## config.mk

```make
export PLATFORM = sky130hd
export DESIGN_NAME = sbrc_ram
export DESIGN_NICKNAME = d
export VERILOG_FILES = /design/src/hdl/sbrc_ram.sv
export SDC_FILE = /design/constraint.sdc
export NUM_CORES = 2
export LEC_CHECK = 0
export BUFFER_PORTS_ARGS = -buffer_cell sky130_fd_sc_hd__buf_2
export CAP_MARGIN = 20
export CORE_ASPECT_RATIO = 0.75
export CORE_MARGIN = 5
export CORE_UTILIZATION = 40
export CTS_CLUSTER_DIAMETER = 150
export DETAILED_ROUTE_END_ITERATION = 8
export PLACE_DENSITY = 0.61
export SYNTH_ARGS = -nofsm -noshare
export SYNTH_HDL_FRONTEND = slang
export SYNTH_SLANG_ARGS = --single-unit
```

## constraint.sdc

```tcl
create_clock -name clk_i -period 4.1 [get_ports clk_i]
set_input_delay 0 -clock clk_i [delete_from_list [all_inputs] [get_ports clk_i]]
set_output_delay 0 -clock clk_i [all_outputs]
set_load 0.01 [all_outputs]
```

## src/hdl/sbrc_ram.sv

```systemverilog
// Generic single-clock RAM with one write port and one registered read port.
module sbrc_ram #(
  parameter int unsigned Width = 8,
  parameter int unsigned Depth = 256
) (
  input  logic                     clk_i,
  input  logic                     we_i,
  input  logic [$clog2(Depth)-1:0] waddr_i,
  input  logic [Width-1:0]         wdata_i,
  input  logic                     re_i,
  input  logic [$clog2(Depth)-1:0] raddr_i,
  output logic [Width-1:0]         rdata_o
);

  logic [Width-1:0] mem_q [Depth];
  logic [Width-1:0] rdata_q;

  always_ff @(posedge clk_i) begin
    if (we_i) begin
      mem_q[waddr_i] <= wdata_i;
    end
    if (re_i) begin
      rdata_q <= mem_q[raddr_i];
    end
  end

  assign rdata_o = rdata_q;

endmodule

```

# After elaboration in Yosys (flattened, before gate mapping)
# Memory sizes are Yosys's and may differ from the RTL's. A register that Yosys moved wholly into a read port is not among the register bits.
# Cells that the tools add are included.
[op_classes] n_mux=2
[ops] cell="1-bit two-way mux" count=2
[totals] reg_bits=0 ramBits=2048 output_inout_bits=8 n_memories=1
[memory_table] name="mem_q" words=256 word_bits=8 read_ports=1 rd_clocked_by_memory_dff=1 wr=1 line="15" source="logic [Width-1:0] mem_q [Depth];"

# Logic depth before layout (Yosys ltp)
[logic_depth] ltp_word=2 depth_mapped=11 depth_no_buf=6

# Worst setup path before layout
# Ideal clock, no wire load.
[synth_timing] kind="input port to flip-flop" start="input port raddr_i[0]" end="register rdata_q[2] (netlist: rdata_o[2]), read port of mem_q, data pin" setup_ps=269 t_arrival_ps=1807 t_required_ps=3831 setup_slack_ps=2024 stages=9 path_buffers=4 path_cell_list="buf_6 buf_12 buf_8 buf_2 mux4_2 a22oi_1 a21oi_1 nor4_1 nor4_2"
[synth_rtl] item="start, declared" line="11" source="input logic [$clog2(Depth)-1:0] raddr_i,"
[synth_rtl] item="end, declared" line="16" source="logic [Width-1:0] rdata_q;"

==> results.yml <==
logic_synthesis:
  synth_top_area_share_pct: 77.5
  ys_types: 54
  synth-main-ff-cell: "edfxtp_1"
  synth_seq_cells: 2056
  syn-num-nets: 3760
  syn_area_per_cell_sq_um: 21.3
  yosysTopAreaCell: "edfxtp_1"
  synthArstFlopShare_pct: 0
  syn-instance-count: 3733
  synth_edf_count: 2056
  netlist_area_sq_um: 79600
  yosys_warnings: 0
  synthTopCellsByArea: "edfxtp_1 78%, mux4_2 13%, mux2i_1 1.7%, nor2_1 1.3%, a22oi_1 1.3%"
  seq_area_frac_synth_pct: 77.5
final_layout:
  area_growth_pct: 12.1
  final_cell_mix: "2,056 x edfxtp_1, 454 x mux4_2, 279 x nor2_1"
  multi_input_area_sq_um: 16500
  num-fill-cells: 16400
  drive_gt1_share_pct: 22.8
  final_area_sq_um: 89300
  regArea_sq_um: 61700
  final_common_cell: "edfxtp_1"
  final_nets: 3928
cts:
  cts_tree: "yes"
  post_cts_buffers: 0
  numCtsBuffers: 181
  htree_levels: 4
  worst_skew_pair.late_latency_ns: 0.82
  cts_hold_buf: 11
  clockRootBuffer: "clkbuf_16"
  clk_pin_slew_ns: 0.07
  clock_path_buffers: 3
  post_cts_resized: 0
  cts_sinks: 2056
sta:
  timing.setup.tns_ns: 0
  finalCritPeriodShare_pct: 71.2
  fin_skew_ns: 0.0375
  fin_crit_ns: 2.92
  max-slew-margin-rel_pct: 3.18
  tightest_slew_ns: 1.45
  finalHoldViolations: 0
  finalSetupViolCount: 0
  finalMaxSlewViolations: 0
  rsz0062_at_grt: "no"
  fmax_ghz: 0.343
critical_path:
  regToRegStartpoint: "mem_q[211][3]"
  crit_type: "register to register"
  ff2ff_path_depth: 7
  start_kind: "register"
  crit_fanout: 1
  crit_start: "mem_q[211][3]"
  crit_path_end_kind: "register"
  crit_arrival_ns: 3.45
  cp.required_ns: 4.63
job:
  max_cap_violations: 0
drt:
  routed_wirelength_mm: 205
  antenna_left: 0
  drt_iter0_markers: 5475
  wire_per_inst_microns: 30.6
  first_pass_iters: 5
  drc: 0
  avgViaCountPerCell: 5.92
  dr_total_vias: 39700
placement:
  numPortBuffers: 34
  dpl.hpwl_mm: 128
  globalplace.congestion: 0.865
  placed_area_sq_um: 83500
power:
  p_leak_nw: 27.2
  p_comb_share_pct: 5.2
  p_per_area_nw_per_um2: 472
  sw_frac_of_total_pct: 21.7
  seqPwrFrac_pct: 55.1
  intPower_mw: 33.0
  p_clk_share_pct: 39.7
  p_sw_mw: 9.16
  ir_worst_vdd_mv: 0.445
die:
  die_w_microns: 525
  dieHeight_microns: 396
  num_rows: 141
  initial_core_util_pct: 40.3
  io_pins: 35
  die_area_sq_um: 208000
  coreArea_sq_um: 197000
grt:
  grt_pass1_wl_mm: 293
  track_usage_pct: 19.4
  grt_pass1_vias: 38600
  grt_max_degree: 177
  grt_overflow: 0
  antenna_found_initial: 11
outcome:
  status: "complete, no violations"
min_path:
  hold_start: "waddr_i[3]"
  hold_class: "input pin to register"
  hold_depth: 4
==> path summary, 6_finish.rpt <==
kind / to / slack, ns
setup / recovery: rdata_o[3] / 1.18
hold / removal: mem_q[220][4] / 0.07
setup reg to reg: rdata_o[3] / 1.18
hold reg to reg: rdata_o[5] / 1.14
==> power groups by stage <==
stage               registers [mW]  clock network (mW)  logic (mW)
finish                        23.2                16.7        2.19
global route                  23.2                17.9        2.30
CTS                           23.2                16.9        2.18
detailed placement            23.7                   0        2.17
global placement              23.7                   0        2.15
floorplan                     23.6                   0        1.13
==> Yosys cell counts, types with 3 or more instances <==
cell type,n
o32ai_1,4
nand2_1,33
nor2b_1,31
or2_2,4
nor2_1,282
a22o_1,8
nor3_1,22
nor4_1,24
a21oi_1,96
mux2i_1,134
a22oi_1,133
buf_1,22
buf_2,31
nor4_2,3
o211ai_1,10
clkbuf_1,111
o21ai_0,10
and2_1,6
nand4_1,10
mux4_2,454
a211oi_1,16
buf_12,8
buf_8,13
nand3_1,34
buf_6,21
o22ai_1,28
buf_4,27
nand2b_1,8
edfxtp_1,2056
o22a_1,5
a221oi_1,13
o221ai_1,46
==> sequential cells by signal, summed over array words and instances (netlist names) <==
signal / flops
rdata_o: 8
mem_q: 2048
==> stage by stage <==
stage / setup slack [ns] / cells / utilization (%) / total power [mW] / hold WS [ns]
2_1_floorplan: 2.02 / 3733 / - / 24.8 / 0.0989
3_3_place_gp: 0.469 / 6350 / 42.3 / 25.8 / 0.449
3_5_place_dp: 0.543 / 6351 / 42.3 / 25.8 / 0.439
4_1_cts: 1.16 / 6694 / 45.2 / 42.3 / 0.00910
5_1_grt: 1.03 / 6698 / 45.2 / 43.4 / 0.0859
6_report: 1.18 / 6700 / 45.2 / 42.1 / 0.0738
==> cell type report <==
type / instances / share of cell area, %
Timing Repair Buffer: 218 / 2.27
Inverter: 2 / 0.00841
Antenna cell: 5 / 0.0140
Clock inverter: 106 / 1.11
Multi-Input combinational cell: 1442 / 18.5
Clock buffer: 226 / 5.29
Sequential cell: 2056 / 69.1
Tap cell: 2645 / 3.71
==> per-layer routing <==
layer / wire, microns / vias to the layer above / GRT usage (%)
met1: 90200 / 21300 / 30.1
met4: 4840 / 2 / 5.12
met5: 13 / - / 0
li1: - / 16100 / -
met3: 21700 / 287 / 4.86
met2: 88100 / 2080 / 27.3
==> cells by family after synthesis <==
logic type             share of synthesized area, %
DFF                                            77.5
and+or+nand+nor                                2.63
AOI/OAI and AO/OA                              3.42
muxes                                          14.6
buffers and inverters                          1.83
==> critical path: stages, from the launching register on <==
cell	delay (ns)
edfxtp_1	0.36
mux4_2	0.47
a22o_1	0.25
a221oi_1	0.67
o32ai_1	0.21
nor3_1	0.42
buf_4	0.21
nor4_1	0.05
(Power assumes the default switching activity.)
