File: src/hdl/sbrc_pkg.sv
// Shared types and constants of the SPI banked register command slave.
package sbrc_pkg;

  // Buffer depth must be a power of two; pointers wrap by masking.
  localparam int unsigned BufferDepth = 8192;
  localparam int unsigned BankCount   = 4;
  localparam int unsigned BufAw       = $clog2(BufferDepth);
  localparam int unsigned RegDepth    = 128;
  localparam int unsigned RegAw       = $clog2(RegDepth);

  localparam logic [1:0] BankMax = 2'(BankCount - 1);

  localparam logic [4:0] AddrSharedFirst = 5'h1B;
  localparam logic [4:0] AddrDummyLast   = 5'h05;
  localparam logic [4:0] AddrDummyExtra  = 5'h0A;
  localparam logic [1:0] BankDummyAll    = 2'd2;
  localparam logic [1:0] BankDummySome   = 2'd3;

  localparam logic [RegAw-1:0] IdxBankSel = RegAw'(8'h1F);

  typedef enum logic [2:0] {
    OpRdReg  = 3'd0,
    OpRdBuf  = 3'd1,
    OpWrReg  = 3'd2,
    OpWrBuf  = 3'd3,
    OpBitSet = 3'd4,
    OpBitClr = 3'd5,
    OpUnused = 3'd6,
    OpReset  = 3'd7
  } opcode_e;

  typedef enum logic [1:0] {
    PhIdle  = 2'd0,
    PhData  = 2'd1,
    PhDummy = 2'd2,
    PhDone  = 2'd3
  } phase_e;

  typedef enum logic [1:0] {
    SrcConst = 2'd0,
    SrcReg   = 2'd1,
    SrcBuf   = 2'd2
  } miso_src_e;

  // Request handed from the decode stage to the memory stage.
  typedef struct packed {
    miso_src_e        src;
    logic [7:0]       value;
    logic             wr;
    opcode_e          op;
    logic [RegAw-1:0] idx;
    logic [7:0]       data;
  } s0_req_t;

endpackage

File: src/hdl/sbrc_back.sv
// Memory stage: register read-modify-write, entry valid bits and output register.
module sbrc_back (
  input  logic                         clk_i,
  input  logic                         rst_ni,
  input  logic                         accept_i,
  input  sbrc_pkg::s0_req_t            req_i,
  input  logic                         clear_all_i,
  input  logic [7:0]                   reg_rdata_i,
  input  logic [7:0]                   buf_rdata_i,
  output logic                         reg_we_o,
  output logic [sbrc_pkg::RegAw-1:0]   reg_waddr_o,
  output logic [7:0]                   reg_wdata_o,
  output logic                         in_ready_o,
  output logic                         out_valid_o,
  input  logic                         out_ready_i,
  output logic [7:0]                   out_data_o
);
  import sbrc_pkg::*;

  logic [RegDepth-1:0] vld_q, vld_d;
  logic                s1_valid_q;
  s0_req_t             s1_q;
  logic                s1_vld_q;
  logic                out_valid_q;
  logic [7:0]          out_data_q;
  logic                adv;
  logic [7:0]          old_val;
  logic [7:0]          miso;

  assign adv        = s1_valid_q && (!out_valid_q || out_ready_i);
  assign in_ready_o = !s1_valid_q || adv;

  // An entry not written since reset or a reset command reads as zero.
  assign old_val = s1_vld_q ? reg_rdata_i : 8'h00;

  always_comb begin
    case (s1_q.src)
      SrcReg:  miso = old_val;
      SrcBuf:  miso = buf_rdata_i;
      default: miso = s1_q.value;
    endcase
  end

  always_comb begin
    case (s1_q.op)
      OpWrReg:  reg_wdata_o = s1_q.data;
      OpBitSet: reg_wdata_o = old_val | s1_q.data;
      default:  reg_wdata_o = old_val & ~s1_q.data;
    endcase
  end

  assign reg_we_o    = adv && s1_q.wr;
  assign reg_waddr_o = s1_q.idx;

  // A reset command always follows the write in item order, so it wins.
  always_comb begin
    vld_d = vld_q;
    if (clear_all_i) begin
      vld_d = '0;
    end else if (reg_we_o) begin
      vld_d[s1_q.idx] = 1'b1;
    end
  end

  always_ff @(posedge clk_i or negedge rst_ni) begin
    if (!rst_ni) begin
      vld_q       <= '0;
      s1_valid_q  <= 1'b0;
      out_valid_q <= 1'b0;
    end else begin
      vld_q <= vld_d;
      if (accept_i) begin
        s1_valid_q <= 1'b1;
      end else if (adv) begin
        s1_valid_q <= 1'b0;
      end
      if (adv) begin
        out_valid_q <= 1'b1;
      end else if (out_ready_i) begin
        out_valid_q <= 1'b0;
      end
    end
  end

  always_ff @(posedge clk_i) begin
    if (accept_i) begin
      s1_q     <= req_i;
      s1_vld_q <= vld_q[req_i.idx];
    end
    if (adv) begin
      out_data_q <= miso;
    end
  end

  assign out_valid_o = out_valid_q;
  assign out_data_o  = out_data_q;

endmodule
File: config.mk
export PLATFORM = sky130hd
export DESIGN_NAME = sbrc_back
export DESIGN_NICKNAME = d
export VERILOG_FILES = /design/src/hdl/sbrc_pkg.sv /design/src/hdl/sbrc_back.sv
export SDC_FILE = /design/constraint.sdc
export NUM_CORES = 1
export LEC_CHECK = 0
export BUFFER_PORTS_ARGS = -buffer_cell sky130_fd_sc_hd__buf_2
export CAP_MARGIN = 40
export CORE_AREA = 2 2 140 142
export DETAILED_ROUTE_END_ITERATION = 8
export DIE_AREA = 0 0 142 144
export GPL_ROUTABILITY_DRIVEN = 0
export HOLD_SLACK_MARGIN = 0.08
export PLACE_DENSITY_LB_ADDON = 0.12
export SLEW_MARGIN = 15
export SYNTH_ARGS = -nofsm -noshare
export SYNTH_HDL_FRONTEND = slang
export SYNTH_SLANG_ARGS = --single-unit
File: constraint.sdc
create_clock -name clk_i -period 2.2 [get_ports clk_i]
set_input_delay 0 -clock clk_i [delete_from_list [all_inputs] [get_ports clk_i]]
set_output_delay 0 -clock clk_i [all_outputs]
set_load 0.005 [all_outputs]
Word level (Yosys, flattened, before mapping)
Cells that the tools add are included.

Logic and storage cells: 45. Output and inout port bits: 26. Bits in registers: 168. Bits of input ports: 50.

Magnitude comparators: 3. Mux-type cells: 13. Eq/ne operators: 4. Bitwise logic cells: 4. Reduce and logical (&&, ||, !) cells: 10.

Operators by type and width (number): 128-bit 2-to-1 mux (2); 128-bit bitwise OR (1); 8-bit case mux with 2 select lines (2); 7-bit by 8-bit < comparator with 1-bit output (second input constant) (2); 8-bit bitwise AND (1); 8-bit 2-to-1 mux (1); 8-bit inverter (1); 8-bit bitwise OR (1); 1-bit binary-select mux with 7-bit select (1); 1-bit demux with 7-bit select (1); 7-bit by 1-bit >= comparator with 1-bit output (second input constant) (1); 1-bit 2-to-1 mux (6); 2-bit nonzero test (3); 3-bit by 2-bit == test with 1-bit output (second input constant) (1); 3-bit == test (second input constant) (1); 1-bit logical AND (3); 2-bit by 1-bit == test with 1-bit output (second input constant) (1); 2-bit == test (second input constant) (1); 1-bit logical NOT (2); 1-bit logical OR (2).

Logic depth before layout (Yosys ltp)
Depth in word-level cells: 7. Depth in mapped cells: 8. Gate-level depth less buffers: 5.

Least setup slack after synthesis
No wires, ideal clock.

Path kind: register to register. From: register vld_q[3]. To: register s1_vld_q (data pin). Buffers on the path: 0. Arrival time: 1648 ps. Stages on the path, launching flop included: 6. Data required time: 1933 ps. Slack: 285 ps. Setup time: 267 ps. Clock period less this slack: 1915 ps. Cell sequence: dfrtp_1 -> mux4_1 -> mux4_2 -> and3b_1 -> a31oi_1 -> nand4_1.

Cells in the longest elaborated chain, start to end: 2.

RTL lines: start, declared (RTL line sbrc_back.sv:20) `logic [RegDepth-1:0] vld_q, vld_d;`; start signal, assigned (RTL line sbrc_back.sv:71) `vld_q <= vld_d;`; 1-bit binary-select mux with 7-bit select (RTL line sbrc_back.sv:88) `s1_vld_q <= vld_q[req_i.idx];`; 1-bit 2-to-1 mux (implied by the code) (RTL line sbrc_back.sv:88); end signal, assigned (RTL line sbrc_back.sv:88); end, declared (RTL line sbrc_back.sv:23) `logic s1_vld_q;`.

Every way passes these cells. The select of a mux whose other input is x is not followed. A chain may end at the register's enable or synchronous reset.

Worst setup path after layout
From: input req_i[9] (netlist bit). To: register s1_vld_q (data pin).

Cells in the longest elaborated chain, start to end: 2.

RTL lines: start, declared (RTL line sbrc_back.sv:6) `input sbrc_pkg::s0_req_t req_i,`; 1-bit binary-select mux with 7-bit select (RTL line sbrc_back.sv:88); 1-bit 2-to-1 mux (implied by the code) (RTL line sbrc_back.sv:88).

Every way passes these cells. The select of a mux whose other input is x is not followed.

==> flow_summary.json <==
{
  "setup_viol": 0,
  "cp_slowest_cell": "mux4_1",
  "clock_path_buffers": 2,
  "worstHoldPathCells": 2,
  "grtUsageTotal_pct": 20.6,
  "post-dp-hpwl_mm": 12.7,
  "rsz0062_at_grt": "false",
  "stdcell_count": 1021,
  "viasPerCell": 5.51,
  "critPathLaunchType": "input port",
  "crit_fanout": 9,
  "drt-initial-drc-count": 465,
  "drive_gt1_share_pct": 21.1,
  "fin_util_pct": 48.5,
  "post-route-cell-area_mm2": 0.00925,
  "ys_top_cells_by_count": "nor2_1 (145), a21oi_1 (134), dfrtp_1 (130), edfxtp_1 (38), clkbuf_1 (31)",
  "die_h_um": 144,
  "worst_pin_slew_ns": 0.750,
  "root_buffer": "clkbuf_16",
  "skew_ns": 0.0159,
  "drt_wl_total_mm": 20.0,
  "core_mm2": 0.0191,
  "async_flop_share_pct": 77.4,
  "num_rows": 51,
  "drc": 0,
  "post_cts_buffers": 0,
  "synth_top_area_share_pct": 43.8,
  "cp_cell_sequence": "dlygate4sd3_1 -> clkbuf_4 -> mux4_1 -> mux4_2 -> and3b_1 -> a31oi_1 -> nand4_1",
  "syn_nets": 701,
  "synth_top_area_cell": "dfrtp_1",
  "reg2reg_setup_slack_ns": 0.10,
  "cp_data_arrival_time_ns": 2.28,
  "slew-limit-headroom_pct": 50.0,
  "grt_pass1_wl_mm": 31.9,
  "synth_cell_types": 35,
  "clock_latency_ns": 0.43,
  "dp_cells": 942,
  "reg2regPathDepth": 5,
  "placement.io_buffers": 75,
  "min-delay-start": "clear_all_i",
  "fin_crit_ns": 2.12,
  "path_buf_inv": 2,
  "synth_ff_type": "dfrtp_1",
  "gr-total-overflow": 0,
  "synth_edf_count": 38,
  "clk_pin_slew_ns": 0.06,
  "rr_endpoint": "s1_vld_q$_DFFE_PP_",
  "final_net_count": 823,
  "htreeDepth": 4,
  "crit_family": "multiplexers",
  "io_pins": 76,
  "setup_tns_ns": 0,
  "slowest_delay_ns": 0.59,
  "avgSynthCellArea_um2": 11.4,
  "drv_slew": 0,
  "antenna_cells": 0,
  "p_per_area_mw_per_mm2": 762,
  "p_leak_nw": 4.09,
  "min_path_type": "in2reg",
  "first_pass_iters": 5,
  "die-area_mm2": 0.0204,
  "status": "finished clean",
  "yosysMostFrequentCell": "nor2_1",
  "grt_max_degree": 74,
  "grt_pass1_vias": 5688,
  "ant_nets": 0,
  "initial_core_util_pct": 38.9,
  "min_to": "vld_q[68]$_DFFE_PN0P_",
  "post-route-period-util_pct": 96.4,
  "synth_area_leaders": "dfrtp_1 (44%), edfxtp_1 (15%), a21oi_1 (9.0%)",
  "dpl_cell_area_mm2": 0.00815,
  "routed-via-count": 5624,
  "end_kind": "flip-flop",
  "area.growth.synth_to_final_pct": 24.4,
  "timing.rr.start": "vld_q[2]$_DFFE_PN0P_",
  "tritoncts": "built",
  "hold_violations": 0,
  "max_cap_viol_count": 0,
  "wl_per_cell_um": 19.6,
  "critPathRequiredTime_ns": 2.36,
  "clock_sinks": 168,
  "antenna_found_initial": 0,
  "postSynthCellCount": 649,
  "yosysWarningCount": 0,
  "cts_buffers": 17,
  "ys_seq_area_share_pct": 59.1,
  "max_freq_mhz": 471,
  "path_class": "in2reg",
  "fp.dieW_um": 142,
  "ir_drop_v": 0.000497,
  "syn_area_mm2": 0.00743,
  "synth_seq_cells": 168
}
## cells by family after synthesis
group	count (synthesis)	share of synthesized area (%)
AO/OA/AOI/OAI	166	12.2
adder cells (fa/ha/maj)	2	0.337
buffers and inverters	54	3.37
flip-flops	168	59.1
multiplexers	50	12.7
AND/OR/NAND/NOR	209	12.2
## cell type report
cell class	instances	area, um^2
Inverter	5	18.8
Tap cell	238	298
Multi-Input combinational cell	427	2810
Timing Repair Buffer	152	1110
Sequential cell	168	4390
Fill cell	1707	9830
Clock buffer	24	524
Clock inverter	7	87.6
## cell usage in the layout, fill, tap and decap left out, types with 2 or more instances in the layout
cell	n
nor2_1	145
a21oi_1	134
dfrtp_1	130
buf_2	72
dlygate4sd3_1	47
edfxtp_1	38
buf_4	29
mux4_2	25
clkbuf_16	19
mux2i_1	17
nand2_1	14
nand2b_1	10
a221oi_1	9
a32oi_1	8
o21ai_0	8
mux4_1	8
nor4_1	6
nor3_1	6
inv_1	5
nor2b_1	5
nand3_1	5
nor3_2	4
clkinv_2	4
a31oi_1	3
nand3b_1	3
nand4_1	3
clkbuf_8	3
and3b_1	2
nand4b_1	2
ha_1	2
bufinv_16	2
clkbuf_1	2
buf_12	2
## state kept, by name, summed over array words and instances (netlist names)
register and count:
s1_q 22, s1_vld_q 1, vld_q 128, out_data_o 8, s1_valid_q 1, out_valid_o 1
reg_waddr_o 7
## per-stage QoR
step / setup WS [ns] / hold slack, ns / power, mW
finish: 0.0783 / 0.0731 / 7.04
global route: 0.0245 / 0.115 / 7.30
CTS: 0.0459 / 0.0916 / 7.09
detailed placement: 0.117 / -0.0754 / 3.96
global placement: 0.144 / -0.0823 / 3.95
floorplan: 0.285 / -0.296 / 3.67
## per-layer routing
layer | GRT usage [%] | share of wire, % | vias to the layer above
met3 | 3.97 | 4.4 | 18
met2 | 32.9 | 47 | 155
met5 | 0 | 0 | -
li1 | - | - | 2583
met1 | 28.9 | 47 | 2868
met4 | 6.26 | 1.3 | 0
## timing repair
action	4_1_cts	5_1_grt
hold buffers	47	0
endpoints found under the setup margin	0	1
hold endpoints to repair	169	0
resized for setup	0	1
## worst max-delay path by stage
stage	start	depth (start not counted)	end
after floorplan	vld_q[3]$_DFFE_PN0P_	5	s1_vld_q$_DFFE_PP_
final	req_i[9]	7	s1_vld_q$_DFFE_PP_
after global routing	req_i[9]	7	s1_vld_q$_DFFE_PP_
after CTS	req_i[9]	7	s1_vld_q$_DFFE_PP_
after detailed placement	vld_q[2]$_DFFE_PN0P_	5	s1_vld_q$_DFFE_PP_
after global placement	vld_q[2]$_DFFE_PN0P_	5	s1_vld_q$_DFFE_PP_
## power by group
part,leakage (nW),internal (mW),switching [mW]
logic,1.61,0.259,0.365
registers,2.18,3.28,0.0721
clock network,0.302,1.89,1.18
Note: power is estimated with default switching activity, not from simulation.
