**src/hdl/sbrc_pkg.sv**
```systemverilog
// Shared types and constants of the SPI banked register command slave.
package sbrc_pkg;

  // Buffer depth must be a power of two; pointers wrap by masking.
  localparam int unsigned BufferDepth = 8192;
  localparam int unsigned BankCount   = 4;
  localparam int unsigned BufAw       = $clog2(BufferDepth);
  localparam int unsigned RegDepth    = 128;
  localparam int unsigned RegAw       = $clog2(RegDepth);

  localparam logic [1:0] BankMax = 2'(BankCount - 1);

  localparam logic [4:0] AddrSharedFirst = 5'h1B;
  localparam logic [4:0] AddrDummyLast   = 5'h05;
  localparam logic [4:0] AddrDummyExtra  = 5'h0A;
  localparam logic [1:0] BankDummyAll    = 2'd2;
  localparam logic [1:0] BankDummySome   = 2'd3;

  localparam logic [RegAw-1:0] IdxBankSel = RegAw'(8'h1F);

  typedef enum logic [2:0] {
    OpRdReg  = 3'd0,
    OpRdBuf  = 3'd1,
    OpWrReg  = 3'd2,
    OpWrBuf  = 3'd3,
    OpBitSet = 3'd4,
    OpBitClr = 3'd5,
    OpUnused = 3'd6,
    OpReset  = 3'd7
  } opcode_e;

  typedef enum logic [1:0] {
    PhIdle  = 2'd0,
    PhData  = 2'd1,
    PhDummy = 2'd2,
    PhDone  = 2'd3
  } phase_e;

  typedef enum logic [1:0] {
    SrcConst = 2'd0,
    SrcReg   = 2'd1,
    SrcBuf   = 2'd2
  } miso_src_e;

  // Request handed from the decode stage to the memory stage.
  typedef struct packed {
    miso_src_e        src;
    logic [7:0]       value;
    logic             wr;
    opcode_e          op;
    logic [RegAw-1:0] idx;
    logic [7:0]       data;
  } s0_req_t;

endpackage

```
**src/hdl/sbrc_front.sv**
```systemverilog
// Command decode stage: transaction phase, bank select and buffer pointers.
module sbrc_front (
  input  logic                         clk_i,
  input  logic                         rst_ni,
  input  logic                         accept_i,
  input  logic                         frame_start_i,
  input  logic [7:0]                   mosi_byte_i,
  output sbrc_pkg::s0_req_t            req_o,
  output logic                         clear_all_o,
  output logic                         reg_re_o,
  output logic [sbrc_pkg::RegAw-1:0]   reg_raddr_o,
  output logic                         buf_re_o,
  output logic [sbrc_pkg::BufAw-1:0]   buf_raddr_o,
  output logic                         buf_we_o,
  output logic [sbrc_pkg::BufAw-1:0]   buf_waddr_o,
  output logic [7:0]                   buf_wdata_o
);
  import sbrc_pkg::*;

  phase_e           phase_q, phase_d;
  opcode_e          opcode_q, opcode_d;
  logic [4:0]       addr_q, addr_d;
  logic [7:0]       bank_sel_q, bank_sel_d;
  logic [3:0][7:0]  ptr_q, ptr_d;

  logic [1:0]       bank;
  logic [RegAw-1:0] idx;
  logic             is_shadow;
  logic [7:0]       shadow_val;
  logic [7:0]       shadow_new;
  logic             needs_dummy;
  logic [4:0]       new_addr;
  logic [15:0]      rp_word, wp_word;
  logic [BufAw-1:0] rp_cur, wp_cur, rp_inc, wp_inc;

  assign bank = (bank_sel_q[1:0] > BankMax) ? BankMax : bank_sel_q[1:0];
  assign idx  = (addr_q >= AddrSharedFirst) ? RegAw'(addr_q) : {bank, addr_q};

  // Bank select and the four pointer bytes of bank 0 live in flip-flops.
  assign is_shadow  = (idx[RegAw-1:2] == '0) || (idx == IdxBankSel);
  assign shadow_val = (idx == IdxBankSel) ? bank_sel_q : ptr_q[idx[1:0]];

  always_comb begin
    case (opcode_q)
      OpWrReg:  shadow_new = mosi_byte_i;
      OpBitSet: shadow_new = shadow_val | mosi_byte_i;
      default:  shadow_new = shadow_val & ~mosi_byte_i;
    endcase
  end

  assign new_addr    = mosi_byte_i[4:0];
  assign needs_dummy = ((bank == BankDummyAll) && (new_addr < AddrSharedFirst)) ||
                       ((bank == BankDummySome) &&
                        ((new_addr <= AddrDummyLast) || (new_addr == AddrDummyExtra)));

  assign rp_word = {ptr_q[1], ptr_q[0]};
  assign wp_word = {ptr_q[3], ptr_q[2]};
  assign rp_cur  = rp_word[BufAw-1:0];
  assign wp_cur  = wp_word[BufAw-1:0];
  assign rp_inc  = rp_cur + 1'b1;
  assign wp_inc  = wp_cur + 1'b1;

  assign reg_raddr_o = idx;
  assign buf_raddr_o = rp_cur;
  assign buf_waddr_o = wp_cur;
  assign buf_wdata_o = mosi_byte_i;

  always_comb begin
    phase_d     = phase_q;
    opcode_d    = opcode_q;
    addr_d      = addr_q;
    bank_sel_d  = bank_sel_q;
    ptr_d       = ptr_q;
    clear_all_o = 1'b0;
    reg_re_o    = 1'b0;
    buf_re_o    = 1'b0;
    buf_we_o    = 1'b0;
    req_o.src   = SrcConst;
    req_o.value = '0;
    req_o.wr    = 1'b0;
    req_o.op    = opcode_q;
    req_o.idx   = idx;
    req_o.data  = mosi_byte_i;
    if (accept_i) begin
      if (frame_start_i) begin
        opcode_d = opcode_e'(mosi_byte_i[7:5]);
        addr_d   = new_addr;
        phase_d  = PhData;
        case (opcode_e'(mosi_byte_i[7:5]))
          OpRdReg: begin
            if (needs_dummy) begin
              phase_d = PhDummy;
            end
          end
          OpReset: begin
            phase_d     = PhDone;
            clear_all_o = 1'b1;
            bank_sel_d  = '0;
            ptr_d       = '0;
          end
          OpUnused: phase_d = PhDone;
          default: ;
        endcase
      end else begin
        case (phase_q)
          PhDummy: phase_d = PhData;
          PhData: begin
            case (opcode_q)
              OpRdReg: begin
                if (is_shadow) begin
                  req_o.value = shadow_val;
                end else begin
                  req_o.src = SrcReg;
                  reg_re_o  = 1'b1;
                end
              end
              OpRdBuf: begin
                req_o.src = SrcBuf;
                buf_re_o  = 1'b1;
                {ptr_d[1], ptr_d[0]} = 16'(rp_inc);
              end
              OpWrBuf: begin
                buf_we_o = 1'b1;
                {ptr_d[3], ptr_d[2]} = 16'(wp_inc);
              end
              OpWrReg, OpBitSet, OpBitClr: begin
                phase_d = PhDone;
                if (is_shadow) begin
                  if (idx == IdxBankSel) begin
                    bank_sel_d = shadow_new;
                  end else begin
                    ptr_d[idx[1:0]] = shadow_new;
                  end
                end else begin
                  reg_re_o = 1'b1;
                  req_o.wr = 1'b1;
                end
              end
              default: phase_d = PhDone;
            endcase
          end
          default: ;
        endcase
      end
    end
  end

  always_ff @(posedge clk_i or negedge rst_ni) begin
    if (!rst_ni) begin
      phase_q    <= PhIdle;
      opcode_q   <= OpRdReg;
      addr_q     <= '0;
      bank_sel_q <= '0;
      ptr_q      <= '0;
    end else begin
      phase_q    <= phase_d;
      opcode_q   <= opcode_d;
      addr_q     <= addr_d;
      bank_sel_q <= bank_sel_d;
      ptr_q      <= ptr_d;
    end
  end

endmodule

```
**config.mk**
```make
export PLATFORM = sky130hd
export DESIGN_NAME = sbrc_front
export DESIGN_NICKNAME = d
export VERILOG_FILES = /design/src/hdl/sbrc_pkg.sv /design/src/hdl/sbrc_front.sv
export SDC_FILE = /design/constraint.sdc
export NUM_CORES = 1
export LEC_CHECK = 0
export ABC_AREA = 1
export BUFFER_PORTS_ARGS = -buffer_cell sky130_fd_sc_hd__buf_2
export CORE_MARGIN = 4
export CORE_UTILIZATION = 40
export CTS_BUF_LIST = sky130_fd_sc_hd__clkbuf_4
export DETAILED_ROUTE_END_ITERATION = 6
export PLACE_DENSITY_LB_ADDON = 0.12
export SYNTH_ARGS = -nofsm -noshare
export SYNTH_HDL_FRONTEND = slang
export SYNTH_SLANG_ARGS = --single-unit
```
**constraint.sdc**
```tcl
create_clock -name clk_i -period 5.4 [get_ports clk_i]
set_clock_uncertainty 0.2 [all_clocks]
set_input_delay 1.62 -clock clk_i [delete_from_list [all_inputs] [get_ports clk_i]]
set_output_delay 1.62 -clock clk_i [all_outputs]
set_load 0.01 [all_outputs]
```
-- After elaboration in Yosys (flattened, before gate mapping)
Index checks and enable logic that the tools add are counted.
Widths: inputs -> output; s select.
- memories kept: 0
- bits of input ports: 12
- ROM bits: 0
- logic and storage cells: 112
- output and inout bits: 74
- bits in latches: 0
- register bits: 50
- RAM bits: 0
- order comparisons: 6
- reduce and logical (&&, ||, !) cells: 25
- add/sub/neg operators: 2
- equality and inequality tests: 17
- $mul: 0
- muxes and demuxes: 51
- shift operators: 0
- div/mod/pow operators: 0
- bitwise logic cells: 3
- operator list (kind ; count):
    $mux 32 ; 5
    $mux 8 ; 11
    $pmux 16 s2 ; 2
    $mux 11 ; 3
    $bwmux 32 ; 1
    $add 13x1->13 const B ; 2
    $mux 1 ; 18
    $reduce_and 6->1 ; 3
    $bmux 8 s2 ; 1
    $demux 8 s2 ; 1
    $pmux 8 s2 ; 1
    $eq 3x3->1 const B ; 4
    $pmux 2 s2 ; 3
    $ne 3x3->1 const B ; 3
    $reduce_bool 3->1 ; 3
    $and 8x8->8 ; 1
    $mux 2 ; 4
    $not 8->8 ; 1
    $or 8x8->8 ; 1
    $reduce_bool 2->1 ; 4
    $eq 7x5->1 const B ; 1
    $mux 7 ; 1
    $eq 2x2->1 const B ; 3
    $eq 3x2->1 const B ; 2
    other kinds (19) ; 25

-- Longest topological paths before layout
- word-level depth: 14
- depth in mapped cells: 12
- gate-level depth less buffers: 12

-- Worst setup path before layout
Ideal clock, no wire load.
- path type: input port to output port
- start point: input frame_start_i
- end point: output reg_re_o
- arrival: 2.601 ns
- data required time: 3.580 ns
- slack: 0.979 ns
- stages: 6
- buffers on the path: 1
- cell sequence: buf_2 > nor2_1 > inv_1 > nor2_1 > inv_1 > nor4_1
- word-level cells in the longest chain between the ends: 2
- RTL lines (what ; line ; RTL):
    start: declaration ; sbrc_front.sv:6 ; input logic frame_start_i,
    $mux 1 ; sbrc_front.sv:85 ; if (frame_start_i) begin
    $mux 1 ; sbrc_front.sv:84 ; if (accept_i) begin
    end: declaration ; sbrc_front.sv:10 ; output logic reg_re_o,
No other way between the ends.

==> PnR_summary.wiki <==
{| class="wikitable"
! Metric !! Value
|-
| Area growth from synthesis to layout || 6.47%
|-
| CTS tree || yes
|-
| Most frequent cells after synthesis || sky130_fd_sc_hd__nand2_1 (271), sky130_fd_sc_hd__inv_1 (63), sky130_fd_sc_hd__nor2_1 (57)
|-
| Pwr per Cell Area || 266 nW/um^2
|-
| Part of the total power dissipated in sequential elements || 0.438
|-
| Layer with the highest usage after global routing || met2
|-
| Synth Flop Type || sky130_fd_sc_hd__dfrtp_1
|-
| Library cell used as clock root buffer || sky130_fd_sc_hd__clkbuf_4
|-
| YS warnings || 0
|-
| Status || complete, no violations
|-
| Std-Cell Rows || 36
|-
| Number of storage elements in the synthesis netlist || 50
|-
| Max-cap viol count || 0
|-
| Post-detailed-route count of antenna-violating nets || 0
|-
| Cell area after synthesis || 4040 sq um
|-
| Worst-case setup margin in the final layout || 0.740 ns
|-
| Routed wirelength normalized by instance count || 14.5 um
|-
| 1st-pass router iterations || 5
|-
| Part of the power in the clock network || 0.175
|-
| GRT met1 Usage || 0.291
|-
| Die boundary height || 108 um
|-
| Library cell occupying the most area in the post-synthesis netlist || sky130_fd_sc_hd__dfrtp_1
|-
| Proportion of synthesized flip-flops having asynchronous set or reset || 1.00
|-
| Sequential element share of the synthesized area || 0.310
|-
| Largest cells by area after synthesis || sky130_fd_sc_hd__dfrtp_1 (31%), sky130_fd_sc_hd__nand2_1 (25%), sky130_fd_sc_hd__buf_4 (9.3%)
|-
| Later-pin clock latency in the skew report || 0.39 ns
|-
| Post-Place Worst Slack || 0.760 ns
|-
| Critical path start-end classification || input port to output pin
|-
| CTS Sinks || 50
|-
| Maximum number of pins on one net before global-route repair || 51
|-
| Global-route track usage on met3 || 0.0322
|-
| Area of the core || 9820 sq um
|-
| Min-Delay Path Class || register to register
|-
| Overall overflow remaining after global route || 0
|-
| Peak supply drop || 0.0922 mV
|-
| DRC violation total after the first TritonRoute iteration || 313
|-
| Number of enable-type register cells in the synthesized netlist || 0
|-
| Net count, final || 701
|-
| Area enclosed by the die boundary || 11800 sq um
|-
| Netlist cell types || 37
|-
| Critical path capture point type || output pin
|-
| Nets in the synthesized netlist || 664
|-
| Number of buffers added for setup after CTS || 0
|-
| Buffers from clock root to sink, at most || 2
|-
| CP Data Arrival Time || 2.84 ns
|-
| CTS H-Tree Depth || 2
|-
| Number of buffer cells added on primary ports || 85
|-
| Area share of the largest cell type after synthesis || 0.310
|-
| Number of vias per cell || 4.92
|-
| Most numerous cell in the Yosys netlist || sky130_fd_sc_hd__nand2_1
|-
| Number of buffers added by the clock tree synthesis step || 5
|-
| Startpoint type of the worst setup path || input port
|-
| Count of antenna diodes in the layout || 0
|-
| Switching part of the total power || 0.457
|-
| Leakage power of the design || 2.50 nW
|-
| Gpl congestion || 0.898
|-
| Count of endpoints failing hold in the final timing report || 0
|-
| Required time reported for the critical path endpoint || 3.58 ns
|-
| Via count of the first global-routing pass || 3732
|-
| Power share of the combinational group || 0.388
|-
| Clock-pin slew on the worst setup and hold paths || 0.17 ns
|-
| Antenna violations before repair || 0
|-
| Final setup TNS || 0 ns
|-
| DRC violations left || 0
|-
| Net switching power || 0.523 mW
|-
| GRT met2 Usage || 0.326
|-
| Worst slew pin tran || 0.677 ns
|-
| Count of filler cells inserted in the layout || 1099
|-
| Initial core utilization || 0.411
|-
| Share of the clock period used by the worst path after layout || 0.863
|-
| Pint || 0.622 mW
|-
| CTS resizes || 0
|-
| Number of top-level pins || 86
|-
| Proportion of layout cells with a drive suffix above 1 || 0.190
|-
| Rel. slew slack || 0.549
|-
| Final-report max-slew violation count || 0
|-
| Die outline width || 108 um
|-
| Period minus WS final || 4.66 ns
|-
| Unrepaired setup endpoints after global routing || false
|-
| Global-route wire length before repair || 19.1 mm
|-
| Register-to-register path setup slack || 2.78 ns
|-
| Hold buffers post-CTS || 0
|-
| Maximum fanout encountered on the critical timing path || 9
|-
| GRT Resource Usage Total || 0.204
|-
| Post-detailed-routing wire length || 11.9 mm
|-
| Setup violators final || 0
|-
| Maximum achievable frequency || 215 MHz
|-
| Vias || 4040
|-
| HPWL reported at the end of detailed placement || 9.26 mm
|-
| Avg Synthesized Cell Area || 6.21 sq um
|-
| Synthesized instance count || 650
|}
==> per-stage QoR <==
step	hold slack (ns)	power [mW]	utilization	cell area [sq um]	std cells
2_1_floorplan	0.241	0.837	-	4040	650
3_3_place_gp	0.260	0.948	0.431	4240	813
3_5_place_dp	0.264	0.954	0.431	4240	813
4_1_cts	0.305	1.16	0.438	4300	821
5_1_grt	0.324	1.24	0.438	4300	821
6_report	0.300	1.15	0.438	4300	821
==> registers in the layout, summed over array words and instances, names as in the netlist <==
register / flops
opcode_q: 3
bank_sel_q: 8
ptr_q: 6
buf_waddr_o: 13
phase_q: 2
addr_q: 5
buf_raddr_o: 13
==> cell type report <==
| type | instances | area, sq um | share of cell area |
|---|---|---|---|
| Clock buffer | 5 | 37.5 | 0.00873 |
| Clock inverter | 3 | 26.3 | 0.00611 |
| Inverter | 73 | 277 | 0.0643 |
| Multi-Input combinational cell | 469 | 2090 | 0.487 |
| Sequential cell | 50 | 1250 | 0.291 |
| Tap cell | 133 | 166 | 0.0387 |
| Timing Repair Buffer | 88 | 448 | 0.104 |
==> routing by layer <==
metal / share of wire / vias to the layer above
met5: 0 / -
met4: 0.014 / 0
met3: 0.056 / 13
met2: 0.47 / 118
met1: 0.46 / 1859
li1: - / 2050
==> cell usage in the layout, fill, tap and decap left out, types with 6 or more instances in the layout <==
cell,Yosys,routed
sky130_fd_sc_hd__a21oi_1,13,13
sky130_fd_sc_hd__or2_2,6,6
sky130_fd_sc_hd__nor2_1,57,57
sky130_fd_sc_hd__nand3_1,30,30
sky130_fd_sc_hd__inv_1,63,63
sky130_fd_sc_hd__o21ai_0,32,32
sky130_fd_sc_hd__buf_2,3,85
sky130_fd_sc_hd__o21ai_1,7,7
sky130_fd_sc_hd__nand2_1,271,271
sky130_fd_sc_hd__inv_2,8,8
sky130_fd_sc_hd__dfrtp_1,50,50
sky130_fd_sc_hd__nand4_1,7,7
==> power groups by stage <==
stage	Combinational [mW]	Sequential, mW	Clock [mW]
4_1_cts	0.447	0.501	0.209
3_3_place_gp	0.441	0.507	0
5_1_grt	0.497	0.513	0.226
6_report	0.444	0.501	0.200
3_5_place_dp	0.445	0.509	0
2_1_floorplan	0.351	0.486	0
==> kinds of logic after synthesis <==
group | synth area share
adders and majority gates | 0.00619
xor gates and xnor gates | 0.00217
and+or+nand+nor | 0.417
buffers and inverters | 0.172
AOI/OAI and AO/OA | 0.0936
DFF | 0.310
==> path summary, 6_finish.rpt <==
path,from,cells past startpoint,to
worst max-delay path,frame_start_i,7,req_o[22]
worst min register to register,bank_sel_q[4],2,bank_sel_q[4]
worst max register to register,addr_q[0],12,buf_raddr_o[12]
max in group asynchronous,rst_ni,2,buf_raddr_o[5]
worst min-delay path,bank_sel_q[4],2,bank_sel_q[4]
min in group asynchronous,rst_ni,2,opcode_q[2]
==> worst max-delay path, stage by stage <==
cell and delay, ns:
sky130_fd_sc_hd__buf_2 0.18, sky130_fd_sc_hd__nor2_1 0.16, sky130_fd_sc_hd__inv_1 0.07, sky130_fd_sc_hd__nor2_1 0.13, sky130_fd_sc_hd__nand3_1 0.33, sky130_fd_sc_hd__nor2_1 0.20, sky130_fd_sc_hd__buf_2 0.15
Power figures use the tool's default switching activity.
